--- config.mk ---
export PLATFORM = sky130hd
export DESIGN_NAME = tile_median_row_profile_unit
export DESIGN_NICKNAME = d
export VERILOG_FILES = /design/src/rtl/core/tmrp_pkg.sv /design/src/rtl/core/tmrp_datapath.sv /design/src/rtl/core/tmrp_ctrl.sv /design/src/rtl/core/tile_median_row_profile_unit.sv
export SDC_FILE = /design/constraint.sdc
export NUM_CORES = 2
export LEC_CHECK = 0
export BUFFER_PORTS_ARGS = -buffer_cell sky130_fd_sc_hd__buf_2
export CAP_MARGIN = 25
export CELL_PAD_IN_SITES_DETAIL_PLACEMENT = 0
export CELL_PAD_IN_SITES_GLOBAL_PLACEMENT = 1
export CORE_MARGIN = 1.5
export CORE_UTILIZATION = 29
export DETAILED_ROUTE_END_ITERATION = 10
export PLACE_DENSITY = 0.51
export SLEW_MARGIN = 0
export SYNTH_ARGS = -nofsm -noshare
export SYNTH_HDL_FRONTEND = slang
export SYNTH_SLANG_ARGS = --single-unit
--- constraint.sdc ---
create_clock -name clock -period 9 [get_ports clock]
set_input_delay 0.45 -clock clock [delete_from_list [all_inputs] [get_ports clock]]
set_output_delay 0.45 -clock clock [all_outputs]
set_load 0.005 [all_outputs]
--- src/rtl/core/tmrp_pkg.sv ---
// Shared types and constants for the tile median row profile unit.
// Used by the controller, the datapath and the top level.
`timescale 1ns / 1ps
`default_nettype none
package tmrp_pkg;
   localparam int MaxTiles = 32;
   localparam int MaxWidth = 4096;
   localparam int PixW = 16;
   localparam int ProfW = 17;
   localparam int CsrIdxW = 1;
   localparam int CsrDataW = 16;
   localparam int RowWidthW = 13;
   localparam int TileCountW = 6;
   localparam logic [CsrIdxW-1:0] RegRowWidth = 1'b0;
   localparam logic [CsrIdxW-1:0] RegTileCount = 1'b1;
   localparam logic [12:0] RowWidthReset = 13'd640;
   localparam logic [5:0] TileCountReset = 6'd8;

   typedef struct packed {
      logic clear;      // clear row state, start boundary computation
      logic accum;      // accumulate the held pixel
      logic edge_start; // advance to the next tile, start its right edge division
      logic fin_start;  // start end of row processing
   } cmd_type;

   typedef struct packed {
      logic edge_busy;
      logic need_adv;   // pixel column has passed the current boundary
      logic fin_done;
   } sts_type;
endpackage
`default_nettype wire

--- src/rtl/core/tmrp_datapath.sv ---
// Datapath: tile accumulators, boundary divider, mean divider and sorted insert.
// Depends on tmrp_pkg.
`timescale 1ns / 1ps
`default_nettype none
module tmrp_datapath #(
   parameter int MAX_TILES = tmrp_pkg::MaxTiles,
   parameter int MAX_WIDTH = tmrp_pkg::MaxWidth
) (
   input  wire logic                        clock,
   input  wire logic                        reset,
   input  wire tmrp_pkg::cmd_type           cmd,
   output tmrp_pkg::sts_type                sts,
   input  wire logic [12:0]                 row_width,
   input  wire logic [5:0]                  tile_count,
   input  wire logic [tmrp_pkg::PixW-1:0]   pixel_value,
   input  wire logic                        pixel_valid,
   output logic [tmrp_pkg::ProfW-1:0]       profile_value,
   output logic                             row_usable
);
   localparam int TW = (MAX_TILES > 1) ? $clog2(MAX_TILES) : 1;
   localparam int TCW = $clog2(MAX_TILES + 1);
   localparam int WW = $clog2(MAX_WIDTH + 1);
   localparam int SW = tmrp_pkg::PixW + WW;
   localparam int PW = WW + TCW;

   logic [WW-1:0] w_eff;
   logic [TCW-1:0] t_eff;
   always_comb begin
      logic [TCW:0] t;
      if (row_width == 13'd0) w_eff = WW'(1);
      else if ({19'd0, row_width} > MAX_WIDTH) w_eff = WW'(MAX_WIDTH);
      else w_eff = WW'(row_width);
      if (tile_count == 6'd0) t = (TCW+1)'(1);
      else if ({26'd0, tile_count} > MAX_TILES) t = (TCW+1)'(MAX_TILES);
      else t = (TCW+1)'(tile_count);
      if ({{(32-TCW-1){1'b0}}, t} > {{(32-WW){1'b0}}, w_eff}) t = (TCW+1)'(w_eff);
      t_eff = TCW'(t);
   end

   logic [SW-1:0] sums_mem [MAX_TILES];
   logic [WW-1:0] cnts_mem [MAX_TILES];
   logic [MAX_TILES-1:0] live_ff;
   logic [WW-1:0] col_ff;
   logic [TW-1:0] tile_ff;
   logic [WW-1:0] bound_ff;

   // Boundary divider: (tile+1)*W / T, restoring, one bit a cycle.
   logic edge_busy_ff;
   logic [PW-1:0] eq_ff, er_ff;
   logic [$clog2(PW+1)-1:0] ecnt_ff;
   logic [PW:0] etrial;
   assign etrial = {er_ff, eq_ff[PW-1]} - {{(PW+1-TCW){1'b0}}, t_eff};

   // End of row: mean divider and sorted insertion.
   typedef enum logic [2:0] {F_IDLE, F_SCAN, F_DIV, F_INS, F_OUT, F_DONE} fst_type;
   fst_type fst_ff;
   logic [TW:0] fi_ff;
   logic [SW-1:0] dq_ff;
   logic [WW:0] dr_ff;
   logic [WW-1:0] dd_ff;
   logic [$clog2(SW+1)-1:0] dcnt_ff;
   logic [WW+1:0] dtrial;
   logic [tmrp_pkg::PixW-1:0] means_ff [MAX_TILES];
   logic [TW:0] n_ff;
   logic [MAX_TILES-1:0] gt;
   assign dtrial = {dr_ff, dq_ff[SW-1]} - {1'b0, dd_ff};

   always_comb begin
      for (int k = 0; k < MAX_TILES; k++)
         gt[k] = (k < n_ff) && (means_ff[k] > dq_ff[tmrp_pkg::PixW-1:0]);
   end

   assign sts.edge_busy = edge_busy_ff;
   assign sts.need_adv = (col_ff < w_eff) && ({1'b0, tile_ff} + 1'b1 < (TW+1)'(t_eff))
                         && (col_ff >= bound_ff);
   assign sts.fin_done = (fst_ff == F_DONE);

   always_ff @(posedge clock) begin
      if (reset || cmd.clear) begin
         live_ff <= '0;
         col_ff <= '0;
         tile_ff <= '0;
      end else begin
         if (cmd.accum && col_ff < w_eff) begin
            if (pixel_valid) begin
               live_ff[tile_ff] <= 1'b1;
               sums_mem[tile_ff] <= (live_ff[tile_ff] ? sums_mem[tile_ff] : '0)
                                    + SW'(pixel_value);
               cnts_mem[tile_ff] <= (live_ff[tile_ff] ? cnts_mem[tile_ff] : '0) + 1'b1;
            end
            col_ff <= col_ff + 1'b1;
         end
         if (cmd.edge_start) tile_ff <= tile_ff + 1'b1;
      end
      if (reset) begin
         edge_busy_ff <= 1'b0;
      end else if (cmd.clear || cmd.edge_start) begin
         edge_busy_ff <= 1'b1;
         ecnt_ff <= '0;
         er_ff <= '0;
         eq_ff <= PW'(({{(32-TW){1'b0}}, cmd.clear ? TW'(0) : tile_ff} + 2) * w_eff)
                  - (cmd.clear ? PW'(w_eff) : '0);
      end else if (edge_busy_ff) begin
         if (!etrial[PW]) er_ff <= etrial[PW-1:0];
         else er_ff <= {er_ff[PW-2:0], eq_ff[PW-1]};
         eq_ff <= {eq_ff[PW-2:0], ~etrial[PW]};
         ecnt_ff <= ecnt_ff + 1'b1;
         if (ecnt_ff == ($clog2(PW+1))'(PW - 1)) begin
            edge_busy_ff <= 1'b0;
            bound_ff <= WW'({eq_ff[PW-2:0], ~etrial[PW]});
         end
      end
      if (reset) begin
         fst_ff <= F_IDLE;
      end else begin
         unique case (fst_ff)
            F_IDLE: if (cmd.fin_start) begin
               fst_ff <= F_SCAN;
               fi_ff <= '0;
               n_ff <= '0;
            end
            F_SCAN: begin
               if (fi_ff >= (TW+1)'(t_eff)) begin
                  fst_ff <= F_OUT;
               end else if (live_ff[fi_ff[TW-1:0]]) begin
                  dq_ff <= sums_mem[fi_ff[TW-1:0]];
                  dd_ff <= cnts_mem[fi_ff[TW-1:0]];
                  dr_ff <= '0;
                  dcnt_ff <= '0;
                  fst_ff <= F_DIV;
               end else begin
                  fi_ff <= fi_ff + 1'b1;
               end
            end
            F_DIV: begin
               if (!dtrial[WW+1]) dr_ff <= dtrial[WW:0];
               else dr_ff <= {dr_ff[WW-1:0], dq_ff[SW-1]};
               dq_ff <= {dq_ff[SW-2:0], ~dtrial[WW+1]};
               dcnt_ff <= dcnt_ff + 1'b1;
               if (dcnt_ff == ($clog2(SW+1))'(SW - 1)) fst_ff <= F_INS;
            end
            F_INS: begin
               for (int k = 0; k < MAX_TILES; k++) begin
                  if (gt[k] && k + 1 < MAX_TILES) means_ff[k+1] <= means_ff[k];
                  if ((k == 0 || !gt[k-1]) && (gt[k] || k == n_ff))
                     means_ff[k] <= dq_ff[tmrp_pkg::PixW-1:0];
               end
               n_ff <= n_ff + 1'b1;
               fi_ff <= fi_ff + 1'b1;
               fst_ff <= F_SCAN;
            end
            F_OUT: begin
               row_usable <= (n_ff != '0);
               if (n_ff == '0) profile_value <= '0;
               else if (n_ff[0])
                  profile_value <= {means_ff[n_ff[TW:1]], 1'b0};
               else
                  profile_value <= {1'b0, means_ff[n_ff[TW:1] - 1'b1]}
                                   + {1'b0, means_ff[n_ff[TW:1]]};
               fst_ff <= F_DONE;
            end
            F_DONE: fst_ff <= F_IDLE;
            default: fst_ff <= F_IDLE;
         endcase
      end
   end

   always_ff @(posedge clock) begin
      if (!reset && fst_ff == F_DIV)
         assert (dd_ff != '0) else $error("mean divider with zero count");
   end
   assert property (@(posedge clock) disable iff (reset)
      fst_ff == F_INS |=> n_ff == $past(n_ff) + 1'b1)
      else $error("insert did not grow list");
   assert property (@(posedge clock) disable iff (reset)
      fst_ff == F_OUT |=> fst_ff == F_DONE)
      else $error("output step lost");
   assert property (@(posedge clock) disable iff (reset)
      cmd.fin_start |-> fst_ff == F_IDLE)
      else $error("finish started while busy");
endmodule
`default_nettype wire

--- src/rtl/core/tmrp_ctrl.sv ---
// Controller: sequences pixel accumulation, tile boundary advance and row close.
// Depends on tmrp_pkg.
`timescale 1ns / 1ps
`default_nettype none
module tmrp_ctrl (
   input  wire logic              clock,
   input  wire logic              reset,
   input  wire logic              req_fire,
   input  wire logic              req_last,
   input  wire logic              csr_fire,
   input  wire logic              rsp_fire,
   input  wire tmrp_pkg::sts_type sts,
   output tmrp_pkg::cmd_type      cmd,
   output logic                   req_ready,
   output logic                   rsp_valid,
   output logic                   load_pix
);
   typedef enum logic [2:0] {S_INIT, S_IDLE, S_ADV, S_ACC, S_FIN, S_OUT} state_type;
   state_type state_ff;
   logic last_ff;
   logic csr_pend_ff;

   // The row clear follows a register write in the next cycle so that the first
   // tile edge is computed from the updated registers.
   assign req_ready = (state_ff == S_IDLE) && !sts.edge_busy && !csr_pend_ff;
   assign rsp_valid = (state_ff == S_OUT);
   assign load_pix = req_fire;

   always_comb begin
      cmd = '0;
      cmd.clear = (state_ff == S_INIT) || csr_pend_ff || (rsp_fire);
      cmd.accum = (state_ff == S_ACC);
      cmd.edge_start = (state_ff == S_ADV) && !sts.edge_busy && sts.need_adv;
      cmd.fin_start = (state_ff == S_ACC) && last_ff;
   end

   always_ff @(posedge clock) begin
      if (reset) begin
         state_ff <= S_INIT;
         last_ff <= 1'b0;
         csr_pend_ff <= 1'b0;
      end else begin
         csr_pend_ff <= csr_fire;
         unique case (state_ff)
            S_INIT: state_ff <= S_IDLE;
            S_IDLE: if (req_fire) begin
               last_ff <= req_last;
               state_ff <= S_ADV;
            end
            S_ADV: if (!sts.edge_busy && !sts.need_adv) state_ff <= S_ACC;
            S_ACC: state_ff <= last_ff ? S_FIN : S_IDLE;
            S_FIN: if (sts.fin_done) state_ff <= S_OUT;
            S_OUT: if (rsp_fire) state_ff <= S_IDLE;
            default: state_ff <= S_INIT;
         endcase
      end
   end

   assert property (@(posedge clock) disable iff (reset)
      req_fire |-> state_ff == S_IDLE)
      else $error("request taken while busy");
   assert property (@(posedge clock) disable iff (reset)
      cmd.accum |-> !sts.edge_busy)
      else $error("accumulate during boundary update");
   assert property (@(posedge clock) disable iff (reset)
      sts.fin_done |-> state_ff == S_FIN)
      else $error("row close outside finish state");
endmodule
`default_nettype wire

--- src/rtl/core/tile_median_row_profile_unit.sv ---
// Top level of the tile median row profile unit.
// Instantiates tmrp_ctrl and tmrp_datapath; depends on tmrp_pkg.
//
// Pixels enter on the req_ channel in row order, one request per pixel;
// tlast marks the last pixel of a row and tuser carries the valid-mask bit.
// Each pixel passes through the idle, advance and accumulate states, and
// waits for the bit-serial boundary divider when it crosses a tile boundary.
// At row end the tile means are formed by a bit-serial divider, with one
// division per non-empty tile, and inserted into a sorted list before the
// single result appears on rsp_. The result is held until the receiver
// takes it and no pixel is accepted meanwhile. After reset, after each
// result and after each csr_ write the row state clears and the first tile
// edge is computed, which holds req_tready low until the boundary divider
// finishes. Reset returns the registers to 640 pixels and 8 tiles.
`timescale 1ns / 1ps
`default_nettype none
module tile_median_row_profile_unit #(
   parameter int MAX_TILES = tmrp_pkg::MaxTiles,
   parameter int MAX_WIDTH = tmrp_pkg::MaxWidth
) (
   input  wire logic        clock,
   input  wire logic        reset,
   input  wire logic        req_tvalid,
   output logic             req_tready,
   input  wire logic [15:0] req_tdata,  // pixel_value
   input  wire logic        req_tuser,  // pixel_valid
   input  wire logic        req_tlast,  // row_end
   output logic             rsp_tvalid,
   input  wire logic        rsp_tready,
   output logic [23:0]      rsp_tdata,  // profile_value, zero fill
   output logic             rsp_tuser,  // row_usable
   input  wire logic        csr_valid,
   output logic             csr_ready,
   input  wire logic [tmrp_pkg::CsrIdxW-1:0]  csr_index,
   input  wire logic [tmrp_pkg::CsrDataW-1:0] csr_data
);
   tmrp_pkg::cmd_type cmd;
   tmrp_pkg::sts_type sts;
   logic [12:0] row_width_ff;
   logic [5:0] tile_count_ff;
   logic [15:0] pix_ff;
   logic pval_ff;
   logic load_pix;
   logic [tmrp_pkg::ProfW-1:0] prof;
   logic usable;
   logic req_fire, rsp_fire, csr_fire;

   assign csr_ready = 1'b1;
   assign csr_fire = csr_valid;
   assign req_fire = req_tvalid && req_tready;
   assign rsp_fire = rsp_tvalid && rsp_tready;
   assign rsp_tdata = {7'd0, prof};
   assign rsp_tuser = usable;

   always_ff @(posedge clock) begin
      if (reset) begin
         row_width_ff <= tmrp_pkg::RowWidthReset;
         tile_count_ff <= tmrp_pkg::TileCountReset;
      end else if (csr_fire) begin
         unique case (csr_index)
            tmrp_pkg::RegRowWidth: row_width_ff <= csr_data[12:0];
            tmrp_pkg::RegTileCount: tile_count_ff <= csr_data[5:0];
            default: ;
         endcase
      end
      if (load_pix) begin
         pix_ff <= req_tdata;
         pval_ff <= req_tuser;
      end
   end

   tmrp_ctrl u_ctrl (
      .clock(clock), .reset(reset), .req_fire(req_fire), .req_last(req_tlast),
      .csr_fire(csr_fire), .rsp_fire(rsp_fire), .sts(sts), .cmd(cmd),
      .req_ready(req_tready), .rsp_valid(rsp_tvalid), .load_pix(load_pix)
   );

   tmrp_datapath #(.MAX_TILES(MAX_TILES), .MAX_WIDTH(MAX_WIDTH)) u_dp (
      .clock(clock), .reset(reset), .cmd(cmd), .sts(sts),
      .row_width(row_width_ff), .tile_count(tile_count_ff),
      .pixel_value(pix_ff), .pixel_valid(pval_ff),
      .profile_value(prof), .row_usable(usable)
   );
endmodule
`default_nettype wire
==> metrics <==
LEAKAGE 0.0483 uW; aggregate global-route resource usage 20.5%; CTS Buffer Depth 4; WS Path Type reg2reg; WL final 441,000 um; Period minus WS final 7310 ps; final setup vio count 0; FF-to-FF setup slack 1690 ps; worst skew pair latency 940 ps; CTS resizes 0; CP top delay family adder cells; unrepaired setup endpoints after global routing false; core region area 0.416 mm2; max incr delay on CP 550 ps; hold buffer count at CTS 36; Hold Slack 128 ps; htree depth 5; MaxCap Viol Count 0; DPL Wire Length 283,000 um; PortBufs 56; Total Nets Final 8,615; layout cell share with drive strength beyond 1 30.8%; RR Endpoint u_dp.eq_ff[17]$_DFFE_PP_; CTS Sinks 2,113; number of placement rows 237; hold depth 5; Crit. End Element register; Initial Util 29.1%; sink of the worst hold path u_ctrl.state_ff[2]$_SDFFE_PP0P_; Final Max Slew Viols 0; status finished, final reports clean; largest net degree at the start of global routing 116; Max stage delay cell, worst path fa_1; slew margin rel. 13.9%; synthesized flop and latch total 2,113; via count 75,800; Post-synth EDFFs 2,020; HP Class in2reg; Synth async-reset ratio 0%; reg2reg start u_ctrl.state_ff[2]$_SDFFE_PP0P_; antenna violations before repair 25; global-route wire length before repair 618,000 um; Top Ports 68; post-route ant nets 0; final total negative setup slack 0 ps; Setup Skew 93.5 ps; Syn Inst Count 7,641; Initial DRT Pass Iterations 5; post-CTS setup buffers 0; HP Start rsp_tready; WP buf/inv 5; Avg WL per Cell 32.5 um; Tightest Pin Transition 1290 ps; clk root buf clkbuf_16; clock-pin slew on the worst setup and hold paths 60 ps; DIE AREA 0.422 mm2; gp weighted congestion 0.837; Critical Path RT 9610 ps; Die H 650 um; crit-path max FO 12; total grt overflow 0; CTS buffer count 271; power per cell area 156 mW/mm2; vias in the first global route 77,800; worst path arrival time 7920 ps; CTS tree done; vias per inst 5.59; Layout area overhead 13.9%; DIE WIDTH 650 um; Mapped Area 0.121 mm2; Post-Syn Area per Cell 15.9 um2; Peak VDD IR 0.000127 V; DRT iter0 DRCs 7,489; crit share post-route 81.2%; ys flop type edfxtp_1; DRC viols 0; Fin. Hold Viols 0; r2r worst-path depth 26; Yosys warning count 0; highest clock rate 137 MHz; Synth cell types 102; Startpoint Class register; sequential element share of the synthesized area 51.6%
## cell usage after synthesis, types with 16 or more instances
| cell type | n | share of area, % |
|---|---|---|
| a221oi_1 | 18 | 0.13 |
| buf_1 | 70 | 0.22 |
| nand2_1 | 314 | 0.97 |
| inv_1 | 205 | 0.63 |
| clkbuf_1 | 263 | 0.81 |
| nand4_1 | 119 | 0.61 |
| a21oi_1 | 239 | 0.99 |
| a211oi_1 | 31 | 0.19 |
| buf_4 | 18 | 0.11 |
| a22oi_1 | 74 | 0.46 |
| xor2_1 | 58 | 0.42 |
| dfxtp_1 | 93 | 1.5 |
| ha_1 | 663 | 6.8 |
| mux4_1 | 53 | 1.1 |
| a2111oi_0 | 18 | 0.13 |
| buf_2 | 62 | 0.26 |
| mux4_2 | 1025 | 19 |
| a21o_1 | 165 | 1.0 |
| edfxtp_1 | 2020 | 50 |
| o21a_1 | 81 | 0.50 |
| buf_12 | 17 | 0.28 |
| nor4_1 | 29 | 0.15 |
| a31oi_1 | 28 | 0.14 |
| o21ai_0 | 184 | 0.76 |
| nor2b_1 | 77 | 0.40 |
| mux2_2 | 563 | 5.2 |
| nand3_1 | 96 | 0.40 |
| and3_1 | 36 | 0.19 |
| and2_1 | 21 | 0.11 |
| mux2i_1 | 166 | 1.4 |
| fa_1 | 59 | 0.97 |
| nor3_1 | 76 | 0.31 |
| xnor2_1 | 61 | 0.44 |
| o211ai_1 | 31 | 0.19 |
| a211o_1 | 16 | 0.12 |
| nand2b_1 | 30 | 0.15 |
| nor2_1 | 359 | 1.1 |
## report_power, final
part           leakage (uW)  total [uW]  internal, uW  switching (uW)
sequential           0.0207       10700         10700            31.0
combinational        0.0235         436           182             254
clock               0.00403       10400          5980            4410
## per-stage QoR
stage / setup WS (ps) / utilization (%) / power [uW] / instances / cell area [um2]
3_5_place_dp: 1520 / 31.1 / 11400 / 13000 / 129000
5_1_grt: 999 / 33.2 / 22200 / 13600 / 138000
2_1_floorplan: 1580 / - / 11200 / 7647 / 121000
3_3_place_gp: 1400 / 31.0 / 11300 / 13000 / 129000
6_report: 1690 / 33.2 / 21500 / 13600 / 138000
4_1_cts: 1660 / 33.1 / 21800 / 13500 / 138000
## worst max path at each step
stage / start / to / depth (start not counted)
3_5_place_dp: rsp_tready / u_dp.eq_ff[17]$_DFFE_PP_ / 28
3_3_place_gp: rsp_tready / u_dp.eq_ff[17]$_DFFE_PP_ / 28
5_1_grt: u_ctrl.state_ff[2]$_SDFFE_PP0P_ / u_dp.eq_ff[17]$_DFFE_PP_ / 26
4_1_cts: u_ctrl.state_ff[2]$_SDFFE_PP0P_ / u_dp.eq_ff[17]$_DFFE_PP_ / 26
2_1_floorplan: row_width_ff[8]$_SDFFE_PP0P_ / u_dp.dcnt_ff[0]$_SDFFCE_PN0P_ / 22
6_report: u_ctrl.state_ff[2]$_SDFFE_PP0P_ / u_dp.eq_ff[17]$_DFFE_PP_ / 26
## worst min-delay path: cells and delay by family
family / cells / cell delay, ps
AO/OA/AOI/OAI: 3 / 290
AND/OR/NAND/NOR: 1 / 100
buffers and inverters: 1 / 110
## routing by layer
layer	global-route usage [%]	part of all wire [%]
met4	6.06	3.2
met2	34.4	49
met5	0	0.0029
met3	2.89	5.7
met1	27.4	42
## layout by cell type (no fill, tap or decap), types with 23 or more instances in the layout
cell / netlist / final
nor3_1: 76 / 68
o21a_1: 81 / 81
mux4_2: 1025 / 1025
buf_4: 18 / 237
buf_2: 62 / 57
ha_1: 663 / 662
dlygate4sd3_1: 0 / 36
mux4_1: 53 / 53
clkbuf_1: 263 / 53
nor2b_1: 77 / 77
a21o_1: 165 / 165
mux2_2: 563 / 563
inv_1: 205 / 188
nand2b_1: 30 / 30
fa_1: 59 / 59
dfxtp_1: 93 / 80
a22oi_1: 74 / 74
clkinv_1: 1 / 58
xor2_1: 58 / 53
clkinv_2: 0 / 56
nand4_1: 119 / 119
clkbuf_16: 0 / 277
o211ai_1: 31 / 31
edfxtp_1: 2020 / 2020
nor2_4: 0 / 33
o21ai_0: 184 / 183
a21oi_1: 239 / 237
nand3_1: 96 / 96
nor2_1: 359 / 324
nor4_1: 29 / 27
a211oi_1: 31 / 31
nand2_1: 314 / 314
mux2i_1: 166 / 165
and3_1: 36 / 35
xnor2_1: 61 / 42
buf_12: 17 / 23
## sequential cells by signal, indices dropped and copies added (netlist names), 14 cells and up, named ones only
signal and cells:
u_dp.sums_mem 928, u_dp.dr_ff 14, u_dp.cnts_mem 416, u_dp.dq_ff 29, u_dp.profile_value 17, u_dp.means_ff 512
u_dp.er_ff 19, u_dp.live_ff 32, pix_ff 16, u_dp.eq_ff 19
## cell type report
cell class                      instances  area (um2)
Tap cell                             5497        6880
Sequential cell                      2113       62600
Inverter                              208         787
Timing Repair Buffer                  391        3430
Clock buffer                          332        7160
Multi-Input combinational cell       4868       56200
Clock inverter                        143        1020
Antenna cell                           18        45.0
Fill cell                           40200      278000
## cell families (layout without fill, tap and decap cells)
kind of cell | Yosys count | in the layout | share of synthesized area (%)
AOI/OAI and AO/OA | 970 | 970 | 5.27
xor gates and xnor gates | 119 | 119 | 0.860
adders and majority gates | 722 | 722 | 7.82
buffers and inverters | 666 | 1074 | 2.61
DFF | 2113 | 2113 | 51.6
muxes | 1814 | 1814 | 26.9
other | 2 | 26 | 0.00619
and+or+nand+nor | 1235 | 1235 | 4.95
No activity file was read; power rests on OpenSTA's default activity.
